### src/rtl/core/amcp_pkg.sv
// amcp_pkg: shared constants, types and the digit conversion for the
// ascii motor command parser; no dependencies
`default_nettype none

package amcp_pkg;

	localparam int LINE_LEN = 14;
	localparam int POS_W    = 4;

	localparam logic [7:0] NEWLINE_CODE = 8'd10;
	localparam logic [7:0] DIGIT_BASE   = 8'd48;
	localparam logic [7:0] CHAR_PLUS    = 8'h2b;
	localparam logic [7:0] CHAR_MINUS   = 8'h2d;
	localparam logic [7:0] CHAR_P       = 8'h50;

	localparam logic [POS_W-1:0] POS_FULL     = POS_W'(LINE_LEN);
	localparam int               SIGN_A_POS   = 0;
	localparam int               SIGN_B_POS   = 5;
	localparam int               PRESCALE_POS = 10;

	localparam logic [15:0] PRESCALE_RESET = 16'd719;

	localparam int DUTY_W = 15;
	localparam int RES_W  = 2 * (DUTY_W + 2) + 16;
	localparam int TDATA_W = ((RES_W + 7) / 8) * 8;

	typedef logic [LINE_LEN-1:0][7:0] line_t;

	// one received byte moving into the line store
	typedef struct packed {
		logic       en;
		logic [7:0] data;
	} line_wr_t;

	// drive state, first output field in the lowest bits
	typedef struct packed {
		logic [15:0]       pwm_prescale;
		logic [DUTY_W-1:0] duty_b;
		logic              rev_b;
		logic              fwd_b;
		logic [DUTY_W-1:0] duty_a;
		logic              rev_a;
		logic              fwd_a;
	} drive_t;

	// (b0-48)*100 + (b1-48)*10 + (b2-48), no digit check
	function automatic logic signed [15:0] three_digits(logic [7:0] b0, logic [7:0] b1,
			logic [7:0] b2);
		logic signed [15:0] d0;
		logic signed [15:0] d1;
		logic signed [15:0] d2;
		d0 = $signed({8'd0, b0}) - $signed({8'd0, DIGIT_BASE});
		d1 = $signed({8'd0, b1}) - $signed({8'd0, DIGIT_BASE});
		d2 = $signed({8'd0, b2}) - $signed({8'd0, DIGIT_BASE});
		return (d0 * 16'sd100) + (d1 * 16'sd10) + d2;
	endfunction

endpackage

`default_nettype wire

### src/rtl/core/ascii_motor_command_parser.sv
// ascii_motor_command_parser: an accepted byte beat goes through the input
// register, then the result register, to its result beat; one byte beat per
// cycle sustained while m_axis_tready allows, the line decode being a single
// pass of constant-weight adds. arst_n clears the line store, position and
// setpoints, sets the prescaler to 719 and empties both registers.
// depends on amcp_pkg, amcp_line_store, amcp_cmd_decode
`default_nettype none

module ascii_motor_command_parser (
	input  wire logic                          clk,
	input  wire logic                          arst_n,
	input  wire logic                          s_axis_tvalid,
	output logic                               s_axis_tready,
	input  wire logic [7:0]                    s_axis_tdata,  // rx_byte
	output logic                               m_axis_tvalid,
	input  wire logic                          m_axis_tready,
	// fwd_a, rev_a, duty_a, fwd_b, rev_b, duty_b, pwm_prescale, zero fill
	output logic [amcp_pkg::TDATA_W-1:0]       m_axis_tdata,
	output logic                               m_axis_tlast   // line_done
);

	logic                valid_s1;
	logic [7:0]          byte_s1;
	logic                valid_s2;
	amcp_pkg::drive_t    drive_s2;
	logic                done_s2;
	logic                advance;
	amcp_pkg::line_wr_t  wr;
	amcp_pkg::line_t     line_view;
	amcp_pkg::drive_t    drive_d;
	logic                done_d;

	assign advance       = valid_s1 && (!valid_s2 || m_axis_tready);
	assign s_axis_tready = !valid_s1 || advance;

	assign wr.en   = advance;
	assign wr.data = byte_s1;

	amcp_line_store u_line_store (
		.clk       (clk),
		.arst_n    (arst_n),
		.wr        (wr),
		.line_view (line_view)
	);

	amcp_cmd_decode u_cmd_decode (
		.clk       (clk),
		.arst_n    (arst_n),
		.wr        (wr),
		.line_view (line_view),
		.drive     (drive_d),
		.done      (done_d)
	);

	always_ff @(posedge clk or negedge arst_n) begin
		if (!arst_n) begin
			valid_s1 <= 1'b0;
		end else if (s_axis_tready) begin
			valid_s1 <= s_axis_tvalid;
		end
	end

	always_ff @(posedge clk) begin
		if (s_axis_tready && s_axis_tvalid) begin
			byte_s1 <= s_axis_tdata;
		end
	end

	always_ff @(posedge clk or negedge arst_n) begin
		if (!arst_n) begin
			valid_s2 <= 1'b0;
		end else if (advance) begin
			valid_s2 <= 1'b1;
		end else if (m_axis_tready) begin
			valid_s2 <= 1'b0;
		end
	end

	always_ff @(posedge clk) begin
		if (advance) begin
			drive_s2 <= drive_d;
			done_s2  <= done_d;
		end
	end

	assign m_axis_tvalid = valid_s2;
	assign m_axis_tdata  = {{(amcp_pkg::TDATA_W - amcp_pkg::RES_W){1'b0}}, drive_s2};
	assign m_axis_tlast  = done_s2;

	a_dir_a_excl: assert property (@(posedge clk) disable iff (!arst_n)
		valid_s2 |-> !(drive_s2.fwd_a && drive_s2.rev_a) &&
			!(drive_s2.fwd_b && drive_s2.rev_b))
		else $error("forward and reverse both driven");

	a_idle_duty: assert property (@(posedge clk) disable iff (!arst_n)
		valid_s2 && !drive_s2.fwd_a && !drive_s2.rev_a |-> drive_s2.duty_a == '0)
		else $error("duty on motor a with no direction");

	a_s1_drains: assert property (@(posedge clk) disable iff (!arst_n)
		valid_s1 && (!valid_s2 || m_axis_tready) |=> valid_s2)
		else $error("byte in input register did not reach result register");

endmodule

`default_nettype wire

### src/rtl/core/amcp_line_store.sv
// amcp_line_store: 14-byte line buffer and line position
// depends on amcp_pkg
`default_nettype none

module amcp_line_store (
	input  wire logic             clk,
	input  wire logic             arst_n,
	input  wire amcp_pkg::line_wr_t wr,
	output amcp_pkg::line_t       line_view
);

	amcp_pkg::line_t                  store_q;
	logic [amcp_pkg::POS_W-1:0]       pos_q;
	logic                             room;
	logic                             newline;

	assign room    = pos_q < amcp_pkg::POS_FULL;
	assign newline = wr.data == amcp_pkg::NEWLINE_CODE;

	// store contents including the byte of this beat, if the line has room
	always_comb begin
		line_view = store_q;
		if (wr.en && room) begin
			line_view[pos_q] = wr.data;
		end
	end

	always_ff @(posedge clk or negedge arst_n) begin
		if (!arst_n) begin
			store_q <= '0;
			pos_q   <= '0;
		end else if (wr.en) begin
			store_q <= line_view;
			if (newline) begin
				pos_q <= '0;
			end else if (room) begin
				pos_q <= pos_q + 1'b1;
			end
		end
	end

	a_pos_range: assert property (@(posedge clk) disable iff (!arst_n)
		pos_q <= amcp_pkg::POS_FULL)
		else $error("line position beyond store");

	a_newline_rewind: assert property (@(posedge clk) disable iff (!arst_n)
		wr.en && newline |=> pos_q == '0)
		else $error("newline did not rewind line position");

endmodule

`default_nettype wire

### src/rtl/core/amcp_cmd_decode.sv
// amcp_cmd_decode: setpoint and prescaler registers, line decode and drive state
// depends on amcp_pkg
`default_nettype none

module amcp_cmd_decode (
	input  wire logic             clk,
	input  wire logic             arst_n,
	input  wire amcp_pkg::line_wr_t wr,
	input  wire amcp_pkg::line_t  line_view,
	output amcp_pkg::drive_t      drive,
	output logic                  done
);

	logic signed [15:0] setpoint_a_q;
	logic signed [15:0] setpoint_b_q;
	logic [15:0]        prescale_q;
	logic signed [15:0] setpoint_a_d;
	logic signed [15:0] setpoint_b_d;
	logic [15:0]        prescale_d;
	logic signed [15:0] num_a;
	logic signed [15:0] num_b;
	logic signed [15:0] num_p;
	logic signed [15:0] mag_a;
	logic signed [15:0] mag_b;

	assign done = wr.en && (wr.data == amcp_pkg::NEWLINE_CODE);

	assign num_a = amcp_pkg::three_digits(line_view[amcp_pkg::SIGN_A_POS + 1],
		line_view[amcp_pkg::SIGN_A_POS + 2], line_view[amcp_pkg::SIGN_A_POS + 3]);
	assign num_b = amcp_pkg::three_digits(line_view[amcp_pkg::SIGN_B_POS + 1],
		line_view[amcp_pkg::SIGN_B_POS + 2], line_view[amcp_pkg::SIGN_B_POS + 3]);
	assign num_p = amcp_pkg::three_digits(line_view[amcp_pkg::PRESCALE_POS + 1],
		line_view[amcp_pkg::PRESCALE_POS + 2], line_view[amcp_pkg::PRESCALE_POS + 3]);

	always_comb begin
		setpoint_a_d = setpoint_a_q;
		setpoint_b_d = setpoint_b_q;
		prescale_d   = prescale_q;
		if (done) begin
			if (line_view[amcp_pkg::SIGN_A_POS] == amcp_pkg::CHAR_PLUS) begin
				setpoint_a_d = num_a;
			end else if (line_view[amcp_pkg::SIGN_A_POS] == amcp_pkg::CHAR_MINUS) begin
				setpoint_a_d = -num_a;
			end
			if (line_view[amcp_pkg::SIGN_B_POS] == amcp_pkg::CHAR_PLUS) begin
				setpoint_b_d = num_b;
			end else if (line_view[amcp_pkg::SIGN_B_POS] == amcp_pkg::CHAR_MINUS) begin
				setpoint_b_d = -num_b;
			end
			if (line_view[amcp_pkg::PRESCALE_POS] == amcp_pkg::CHAR_P) begin
				// wraps to 16 bits
				prescale_d = num_p - 16'd1;
			end
		end
	end

	assign mag_a = setpoint_a_d[15] ? -setpoint_a_d : setpoint_a_d;
	assign mag_b = setpoint_b_d[15] ? -setpoint_b_d : setpoint_b_d;

	always_comb begin
		drive.fwd_a        = !setpoint_a_d[15] && (setpoint_a_d != '0);
		drive.rev_a        = setpoint_a_d[15];
		drive.duty_a       = mag_a[amcp_pkg::DUTY_W-1:0];
		drive.fwd_b        = !setpoint_b_d[15] && (setpoint_b_d != '0);
		drive.rev_b        = setpoint_b_d[15];
		drive.duty_b       = mag_b[amcp_pkg::DUTY_W-1:0];
		drive.pwm_prescale = prescale_d;
	end

	always_ff @(posedge clk or negedge arst_n) begin
		if (!arst_n) begin
			setpoint_a_q <= '0;
			setpoint_b_q <= '0;
			prescale_q   <= amcp_pkg::PRESCALE_RESET;
		end else if (wr.en) begin
			setpoint_a_q <= setpoint_a_d;
			setpoint_b_q <= setpoint_b_d;
			prescale_q   <= prescale_d;
		end
	end

	a_prescale_hold: assert property (@(posedge clk) disable iff (!arst_n)
		!done |=> $stable(prescale_q))
		else $error("prescaler changed without a newline");

endmodule

`default_nettype wire
### config.mk
export PLATFORM = sky130hd
export DESIGN_NAME = ascii_motor_command_parser
export DESIGN_NICKNAME = d
export VERILOG_FILES = /design/src/rtl/core/amcp_pkg.sv /design/src/rtl/core/ascii_motor_command_parser.sv /design/src/rtl/core/amcp_line_store.sv /design/src/rtl/core/amcp_cmd_decode.sv
export SDC_FILE = /design/constraint.sdc
export NUM_CORES = 1
export LEC_CHECK = 0
export ABC_CLOCK_PERIOD_IN_PS = 19700
export BUFFER_PORTS_ARGS = -buffer_cell sky130_fd_sc_hd__clkbuf_2
export CAP_MARGIN = 20
export CORE_MARGIN = 4
export CORE_UTILIZATION = 40
export CTS_CLUSTER_DIAMETER = 120
export DETAILED_ROUTE_END_ITERATION = 12
export PLACE_DENSITY = 0.62
export RECOVER_POWER = 25
export REMOVE_ABC_BUFFERS = 1
export SLEW_MARGIN = 20
export SYNTH_ARGS = -nofsm -noshare
export SYNTH_HDL_FRONTEND = slang
export SYNTH_SLANG_ARGS = --single-unit
### constraint.sdc
create_clock -name clk -period 19.7 [get_ports clk]
set_input_delay 3.94 -clock clk [delete_from_list [all_inputs] [get_ports clk]]
set_output_delay 3.94 -clock clk [all_outputs]
set_load 0.005 [all_outputs]
==> results.ini, run 1 <==
[global_routing]
grt_usage=0.1483
grt_pass1_vias=11800
grt_overflow_total=0
antenna_found_initial=1
grt_pass1_wl_um=58200
grt_max_degree=61

[worst_setup_path]
r2r_cells=26
reg2reg_to=m_axis_tdata[29]
r2r_slack_ns=11.75
crit_path_start_kind=input port
cp_data_required_time_ns=19.96
path_class=input port to flip-flop
rr_startpoint=m_axis_tvalid
endpoint_kind=flip-flop
critPathMaxFanout=16
cp-startpoint=m_axis_tready
crit_arrival_ns=11.22
endpoint=m_axis_tdata[29]

[cts]
hold_buffers=0
clk_latency_ns=0.53
cts-buffers-inserted=24
cts_resized=0
post_cts_buffers=0
htreeDepth=1
cts.sinks=209
clockRootBuffer=clkbuf_16
cts_tree=built
clkTransAtPathRegs_ns=0.06
cts_max_path_buffers=3

[yosys]
syn_area_mm2=0.01719
yosysSeqAreaShare=0.3219
yosysUniqueCellTypes=91
synth.top_cell.area_share=0.2081
synthCells=1665
synth.most_common_cell=inv_1
syn-mean-instance-area_um2=10.33
synthTopCellsByArea=dfrtp_1 (21%), ha_1 (15%), edfxtp_1 (10%)
synth_area_leader_cell=dfrtp_1
synth_edf_count=59
yosys_warnings=0
async_flop_share=0.7177
synth_common_cells=inv_1 (202), ha_1 (201), dfrtp_1 (143), mux2_2 (140), xnor2_1 (93)
ys_ff_latch=209
synth_ff_type=dfrtp_1

[timing]
period_share=0.5561
rsz0062_at_grt=false
timing.setup.tns_ns=0
finClkSkew_ns=0.01657
slew_violations=155
finalCriticalPeriod_ns=10.95
timing.fmax_mhz=91.29
relSlewSlack=-1.196
worst_slew_pin_slew_ns=3.294
finalHoldViolCount=0
setup_violations=0
hold_slack_ns=0.4682

[run_status]
status=complete, but fails checks
failed_checks=capacitance limit, slew limit

[place]
place.gp.congestion=0.7976
portBuffers=64
dp_hpwl_um=26560

[routing]
vias_per_cell=5.202
wl_per_cell_um=15.20
ant_nets=0
routed_wl_um=34650
dr.first_iter.drc_count=520
drtPass1Iterations=5
drc=0
dr_total_vias=11860

[floorplanning]
dieWidth_um=215.3
io-pin-count=71
dieArea_mm2=0.04636
core_area_mm2=0.04223
rows=75
start_util=0.4071
die_h_um=215.3

[hold_path]
min_path_type=flip-flop to flip-flop

[final_layout]
final_layout_size_suffix_gt1_frac=0.1764
syn2layout_area_growth_pct=9.614
layout.nets=1997
multi_input_area_mm2=0.01064
n_fill_cell=3968
seq_area_mm2=0.005534
postLayoutCoreUtil=0.4463

[flow_run]
drv_cap=3

==> worst min-delay path by stage <==
stage | startpoint | cells past startpoint | slack, ns | endpoint
after floorplan | u_cmd_decode.prescale_q[11] | 2 | 0.44 | u_cmd_decode.prescale_q[11]
after global placement | u_cmd_decode.prescale_q[15] | 2 | 0.45 | u_cmd_decode.prescale_q[15]
after detailed placement | u_cmd_decode.setpoint_a_q[0] | 2 | 0.46 | u_cmd_decode.setpoint_a_q[0]
after CTS | u_cmd_decode.setpoint_a_q[0] | 2 | 0.47 | u_cmd_decode.setpoint_a_q[0]
after global routing | u_cmd_decode.prescale_q[13] | 2 | 0.50 | u_cmd_decode.prescale_q[13]
final | u_cmd_decode.setpoint_a_q[0] | 2 | 0.47 | u_cmd_decode.setpoint_a_q[0]
==> sequential cells by signal, summed over array words and instances (netlist names), 4 cells and up <==
name / count
m_axis_tdata: 50
u_line_store.pos_q: 4
u_line_store.store_q: 96
u_cmd_decode.prescale_q: 16
byte_s1: 8
u_cmd_decode.setpoint_a_q: 16
u_cmd_decode.setpoint_b_q: 16
==> layer usage <==
layer,GRT usage,vias up,part of all wire
li1,-,5951,-
met1,0.2042,5717,0.48
met2,0.2514,147,0.47
met3,0.01893,46,0.028
met4,0.03199,0,0.020
met5,0,-,0
==> worst max-delay path, cell delays in order <==
cell	delay [ns]
clkbuf_2	0.09
nor2b_1	0.64
nor3_2	0.10
buf_4	0.23
mux2i_1	0.42
inv_1	0.09
ha_1	0.27
xnor2_1	0.37
fa_1	0.48
ha_1	0.36
fa_1	0.54
inv_1	0.05
fa_1	0.47
inv_1	0.04
ha_1	0.35
nor3b_1	0.16
a311o_1	0.34
a311oi_2	0.41
nor4b_2	0.40
nand4b_1	0.22
nor3_1	0.22
nand2b_1	0.13
mux2i_1	0.08
a21oi_2	0.41
inv_2	0.18
o21ai_0	0.14
xnor2_1	0.09
==> kinds of logic after synthesis <==
group,after synthesis,share of synthesized area
AND/OR/NAND/NOR,323,0.09927
XOR/XNOR,145,0.07547
flip-flops,209,0.3219
other,1,0.0002181
adder cells (fa/ha/maj),263,0.2185
multiplexers,161,0.1060
buffers and inverters,260,0.06077
AO/OA/AOI/OAI,303,0.1180
==> metrics by stage <==
step	area [um2]	setup WS, ns	instances
floorplan	16940	7.331	1616
global placement	18070	8.392	2235
detailed placement	18070	8.220	2235
CTS	18860	8.751	2279
global route	18850	8.151	2280
finish	18850	8.746	2280
==> final cells by class <==
type                    instances  share of cell area
multi-input cells            1201              0.5646
clock buffers                  36             0.03857
repair buffers                 80             0.02284
inverters                     206             0.04103
diodes                          1           0.0001328
clock inverters                 8            0.003386
well taps                     539             0.03579
flip-flops and latches        209              0.2937
==> cell usage in the layout, fill, tap and decap left out, types with 59 or more instances in the layout <==
master / instances
a21oi_1: 65
clkbuf_2: 62
dfrtp_1: 143
edfxtp_1: 59
fa_1: 62
ha_1: 201
inv_1: 202
mux2_2: 140
nand2_1: 83
nor2_1: 76
o21ai_0: 78
xnor2_1: 93
Power of run 1 is left out: the tool's default activity adds up to more than one toggle a clock period on the data nets, which glitch-free logic cannot reach.
==> inputs of run 2 (changes only) <==
ABC_AREA = 1   (was not set)
ABC_CLOCK_PERIOD_IN_PS = 10100   (was 19700)
clock period = 10.1 ns   (was 19.7 ns; I/O delays follow)
==> run 2 against run 1 <==
Against the previous run:
- the run still ends with capacitance limit, slew limit left
- cell count up 39%
- critical path depth up 10
- wire length up 27%
- register-to-register slack worse by 9.6 ns
- synthesized cell count up 49%
- sequential share of layout area down 1.9 points
- sequential cell count unchanged
- via count up 31%
- design area up 6.9%
- global-route usage up 2.8 points
- clock-buffer cell count down 5
- clock skew down 0.0067 ns
- highest routed layer unchanged
==> results.ini, run 2 <==
[run_status]
status=complete, but fails checks  ; unchanged
failed_checks=capacitance limit, slew limit  ; unchanged

[yosys]
syn-mean-instance-area_um2=7.426  ; was 10.33 um2
ys_ff_latch=209  ; unchanged
synth.top_cell.area_share=0.1941  ; was 0.2081
yosysUniqueCellTypes=50  ; was 91
syn_area_mm2=0.01843  ; was 0.01719 mm2
async_flop_share=0.7177  ; unchanged
synthCells=2482  ; was 1,665
synth_ff_type=dfrtp_1  ; unchanged
synth_area_leader_cell=dfrtp_1  ; unchanged
synth_common_cells=nand2_1 (668), inv_1 (432), ha_1 (201), nor2_1 (199), nand3_1 (154)  ; was inv_1 (202), ha_1 (201), dfrtp_1 (143), mux2_2 (140), xnor2_1 (93)
yosysSeqAreaShare=0.3003  ; was 0.3219
synthTopCellsByArea=dfrtp_1 (19%), ha_1 (14%), nand2_1 (14%)  ; was dfrtp_1 (21%), ha_1 (15%), edfxtp_1 (10%)
synth_edf_count=59  ; unchanged
yosys_warnings=0  ; unchanged
synth.most_common_cell=nand2_1  ; was inv_1

[timing]
period_share=0.8814
finalCriticalPeriod_ns=8.902
timing.fmax_mhz=112.3
hold_slack_ns=0.4623  ; was 0.4682 ns
worst_slew_pin_slew_ns=4.573  ; was 3.294 ns
relSlewSlack=-2.049  ; was -1.196
rsz0062_at_grt=false  ; unchanged
finClkSkew_ns=0.009834  ; was 0.01657 ns
finalHoldViolCount=0  ; unchanged
slew_violations=80  ; was 155
timing.setup.tns_ns=0  ; unchanged
setup_violations=0  ; unchanged

[routing]
drc=0  ; unchanged
dr_total_vias=15510  ; was 11,860
ant_nets=0  ; unchanged
vias_per_cell=4.901  ; was 5.202
wl_per_cell_um=13.86  ; was 15.20 um
drtPass1Iterations=5  ; unchanged
dr.first_iter.drc_count=909  ; was 520
routed_wl_um=43870  ; was 34,650 um

[global_routing]
grt_overflow_total=0  ; unchanged
grt_pass1_vias=15300  ; was 11,800
antenna_found_initial=0  ; was 1
grt_pass1_wl_um=74020  ; was 58,200 um
grt_usage=0.1761  ; was 0.1483
grt_max_degree=80  ; was 61

[final_layout]
postLayoutCoreUtil=0.4431  ; was 0.4463
n_fill_cell=4688  ; was 3,968
seq_area_mm2=0.005534  ; unchanged
final_common_cell=nand2_1  ; was inv_1
num_antenna_cells=0  ; was 1
syn2layout_area_growth_pct=9.334  ; was 9.614%
layout.nets=2821  ; was 1,997
regMostFlops=u_line_store.store_q  ; unchanged
final_layout_size_suffix_gt1_frac=0.07020  ; was 0.1764
largest_reg_flops=96  ; unchanged
layout_common_cells=nand2_1 (672), inv_1 (432), ha_1 (201), nor2_1 (200), nand3_1 (154)  ; was inv_1 (202), ha_1 (201), dfrtp_1 (143), mux2_2 (140), xnor2_1 (93)
multi_input_area_mm2=0.01094  ; was 0.01064 mm2

[worst_setup_path]
endpoint_kind=flip-flop  ; unchanged
path_class=input port to flip-flop  ; unchanged
critPathMaxFanout=19  ; was 16
reg2reg_to=m_axis_tdata[7]  ; was m_axis_tdata[29]
r2r_slack_ns=2.20  ; was 11.75 ns
crit_path_start_kind=input port  ; unchanged
r2r_cells=36  ; was 26
crit_arrival_ns=9.17  ; was 11.22 ns
cp_data_required_time_ns=10.37  ; was 19.96 ns
rr_startpoint=u_line_store.pos_q[3]  ; was m_axis_tvalid
critPathMaxStageDelay_ns=0.53  ; was 0.64 ns
crit_slowest_cell=fa_1  ; was nor2b_1

[flow_run]
drv_cap=1  ; was 3

[floorplanning]
rows=78  ; was 75
dieArea_mm2=0.04958  ; was 0.04636 mm2
io-pin-count=71  ; unchanged
core_area_mm2=0.04548  ; was 0.04223 mm2
start_util=0.4053  ; was 0.4071
die_h_um=222.7  ; was 215.3 um
dieWidth_um=222.7  ; was 215.3 um

[cts]
post_cts_buffers=0  ; unchanged
cts-buffers-inserted=25  ; was 24
cts_resized=0  ; unchanged
cts_tree=built  ; unchanged
hold_buffers=0  ; unchanged
clkTransAtPathRegs_ns=0.06  ; about the same
htreeDepth=1  ; unchanged
clockRootBuffer=clkbuf_16  ; unchanged
cts.sinks=209  ; unchanged
clk_latency_ns=0.53  ; about the same
cts_max_path_buffers=3  ; unchanged

[place]
dp_hpwl_um=34600  ; was 26,560 um
place.gp.congestion=0.8847  ; was 0.7976
portBuffers=64  ; unchanged

[hold_path]
min_from=u_line_store.store_q[107]  ; was u_cmd_decode.setpoint_a_q[0]
min_path_type=flip-flop to flip-flop  ; unchanged
holdPathEnd=u_line_store.store_q[107]  ; was u_cmd_decode.setpoint_a_q[0]
hold_depth=2  ; unchanged

## run 2: changes by cell type after synthesis, sizes merged, moves of 15 or more
cell	delta
nand2	+598
inv	+244
nand3	+142
mux2	-141
nor2	+136
xnor2	-62
a21oi	+60
o21ai	+43
nor3	-26
nand4	+23
a21o	-21
mux2i	-19
nand2b	-19
xor2	+15
## run 2: worst max-delay path by stage
stage / start / slack, ns / end
after floorplan: m_axis_tready / 0.45 / m_axis_tdata[49]
after global placement: m_axis_tready / 0.88 / m_axis_tdata[22]
after detailed placement: m_axis_tready / 0.58 / m_axis_tdata[25]
after CTS: m_axis_tready / 1.14 / m_axis_tdata[25]
after global routing: m_axis_tready / 0.48 / m_axis_tdata[7]
final: m_axis_tready / 1.20 / m_axis_tdata[25]
## run 2: cell families (layout without fill, tap and decap cells)
logic type      after synthesis  count (layout)  share of synthesized area
fa+ha+maj                   263             263                     0.2038
buf+inv                     497             574                     0.1056
simple gates               1123            1123                     0.2567
mux                           1               1                  0.0006109
other cells                   1               6                  0.0002035
flops                       209             209                     0.3003
compound gates              292             292                    0.08723
xor+xnor                     96              96                    0.04562
## run 2: metal layers
layer | up-vias | track usage | share of wire
met5 | - | 0 | 0
met4 | 0 | 0.04335 | 0.027
met3 | 71 | 0.02035 | 0.034
met2 | 271 | 0.3050 | 0.47
met1 | 7197 | 0.2361 | 0.47
li1 | 7967 | - | -
## run 2: final cells by class
type,instances,area share
Clock buffer,31,0.03465
Inverter,452,0.08419
Tap cell,600,0.03725
Multi-Input combinational cell,1781,0.5431
Sequential cell,209,0.2746
Timing Repair Buffer,77,0.02037
Clock inverter,14,0.005836
## run 2: metrics by stage
step	std cells	setup WS, ns	area, um2
floorplan	2442	0.4503	18200
global placement	3119	0.8823	19380
detailed placement	3119	0.5760	19380
CTS	3164	1.139	20200
global route	3164	0.4777	20150
finish	3164	1.198	20150
## run 2: critical path: cells and delay by family
family                     cells  cell delay [ns]
and+or+nand+nor               16             2.52
adders and majority gates      6             2.24
AOI/OAI and AO/OA              6             1.45
buffers and inverters          8             0.73
xor gates and xnor gates       1             0.18
Power of run 2 is left out for the same reason.
==> inputs of run 3 (changes only) <==
MAX_ROUTING_LAYER = met4   (was not set)
SLEW_MARGIN = 30   (was 20)
==> run 3 against run 2 <==
Against the previous run:
- the run still ends with capacitance limit, slew limit left
- maximum frequency about the same
- largest cell class unchanged
- critical path type unchanged
- register-to-register slack improved by 0.03 ns
- design area rose by 0.41%
- critical endpoint is now m_axis_tdata[24]
- global-route usage is 0.53 points higher
==> results.ini, run 3 (synthesized netlist as in run 2, its figures left out) <==
[final_layout]
final_layout_size_suffix_gt1_frac=0.07410  ; was 0.07020
final_common_cell=nand2_1  ; unchanged
num_antenna_cells=0  ; unchanged
regMostFlops=u_line_store.store_q  ; unchanged
largest_reg_flops=96  ; unchanged
postLayoutCoreUtil=0.4449  ; was 0.4431
syn2layout_area_growth_pct=9.782  ; was 9.334%
layout_common_cells=nand2_1 (670), inv_1 (432), ha_1 (201), nor2_1 (199), nand3_1 (154)  ; was nand2_1 (672), inv_1 (432), ha_1 (201), nor2_1 (200), nand3_1 (154)
layout.nets=2820  ; was 2,821

[cts]
cts.sinks=209  ; unchanged
cts-buffers-inserted=25  ; unchanged
clkTransAtPathRegs_ns=0.06  ; about the same
hold_buffers=0  ; unchanged
clk_latency_ns=0.55  ; was 0.53 ns
clockRootBuffer=clkbuf_16  ; unchanged
cts_max_path_buffers=3  ; unchanged
cts_resized=0  ; unchanged
post_cts_buffers=0  ; unchanged
htreeDepth=1  ; unchanged
cts_tree=built  ; unchanged

[flow_run]
drv_cap=1  ; unchanged

[worst_setup_path]
crit_path_start_kind=input port  ; unchanged
endpoint_kind=flip-flop  ; unchanged
critPathMaxStageDelay_ns=0.53  ; about the same
crit_slowest_cell=fa_1  ; unchanged
critPathMaxFanout=19  ; unchanged
cp_data_required_time_ns=10.38  ; was 10.37 ns
crit_arrival_ns=9.18  ; was 9.17 ns
path_class=input port to flip-flop  ; unchanged

[routing]
drc=0  ; unchanged
ant_nets=0  ; unchanged
routed_wl_um=44430  ; was 43,870 um
vias_per_cell=4.934  ; was 4.901
drtPass1Iterations=5  ; unchanged
wl_per_cell_um=14.04  ; was 13.86 um
dr_total_vias=15610  ; was 15,510
dr.first_iter.drc_count=1112  ; was 909

[global_routing]
grt_usage=0.1813  ; was 0.1761
grt_max_degree=83  ; was 80
grt_overflow_total=0  ; unchanged
grt_pass1_wl_um=73500  ; was 74,020 um
antenna_found_initial=0  ; unchanged
grt_pass1_vias=14990  ; was 15,300

[timing]
setup_violations=0  ; unchanged
worst_slew_pin_slew_ns=4.934  ; was 4.573 ns
slew_violations=83  ; was 80
finalHoldViolCount=0  ; unchanged
finalCriticalPeriod_ns=8.895  ; was 8.902 ns
rsz0062_at_grt=false  ; unchanged
timing.setup.tns_ns=0  ; unchanged
relSlewSlack=-2.289  ; was -2.049
finClkSkew_ns=0.01590  ; was 0.009834 ns
period_share=0.8807  ; was 0.8814
timing.fmax_mhz=112.4  ; was 112.3 MHz

[floorplanning]
start_util=0.4053  ; unchanged
die_h_um=222.7  ; unchanged
io-pin-count=71  ; unchanged
rows=78  ; unchanged
dieWidth_um=222.7  ; unchanged
core_area_mm2=0.04548  ; unchanged
dieArea_mm2=0.04958  ; unchanged

[place]
dp_hpwl_um=34800  ; was 34,600 um
portBuffers=64  ; unchanged
place.gp.congestion=0.8999  ; was 0.8847

[run_status]
status=complete, but fails checks  ; unchanged
failed_checks=capacitance limit, slew limit  ; unchanged

[hold_path]
min_path_type=flip-flop to flip-flop  ; unchanged

-- run 3: cell count changes in the layout (fill, tap and decap cells not counted), sizes merged --
cell      change
clkinv        -5
bufinv        +1
clkinvlp      +2
buf           -1
clkbuf        +1
inv           +2
-- run 3: critical path: cells and delay by family --
family                     cells  cell delay (ns)
and+or+nand+nor               16             2.45
xor gates and xnor gates       1             0.13
AOI/OAI and AO/OA              6             1.51
adders and majority gates      6             2.27
buffers and inverters          8             0.78
-- run 3: final cells by class --
class | instances | area (um2)
tap | 600 | 750.7
fill | 4642 | 25240
clock buffer | 32 | 723.2
timing repair buffer | 76 | 405.4
clock inverter | 14 | 156.4
sequential | 209 | 5534
inverter | 452 | 1697
multi-input combinational | 1781 | 10970
-- run 3: final timing paths --
path / endpoint / slack [ns] / start / depth (start not counted)
min in group asynchronous: u_line_store.store_q[13] / 3.25 / arst_n / 1
min: u_line_store.store_q[99] / 0.47 / u_line_store.store_q[99] / 2
max: m_axis_tdata[24] / 1.20 / m_axis_tready / 37
min reg2reg: u_line_store.store_q[99] / 0.47 / u_line_store.store_q[99] / 2
max reg2reg: m_axis_tdata[7] / 2.23 / u_line_store.pos_q[3] / 36
max in group asynchronous: u_cmd_decode.setpoint_b_q[6] / 4.05 / arst_n / 1
-- run 3: metal layers --
metal | GRT usage | wire, um
met5 | - | 0
met4 | 0.03579 | 869
met2 | 0.3028 | 21220
met3 | 0.02008 | 1613
met1 | 0.2414 | 20730
-- run 3: stage by stage --
step	cell area (um2)	setup slack (ns)	hold slack [ns]	instances
floorplan	18200	0.4503	0.4361	2442
global placement	19380	0.8790	0.4475	3118
detailed placement	19380	0.6459	0.4537	3118
CTS	20260	1.216	0.4679	3164
global route	20230	0.3739	0.4957	3164
finish	20230	1.205	0.4672	3164
Power of run 3 is left out for the same reason.
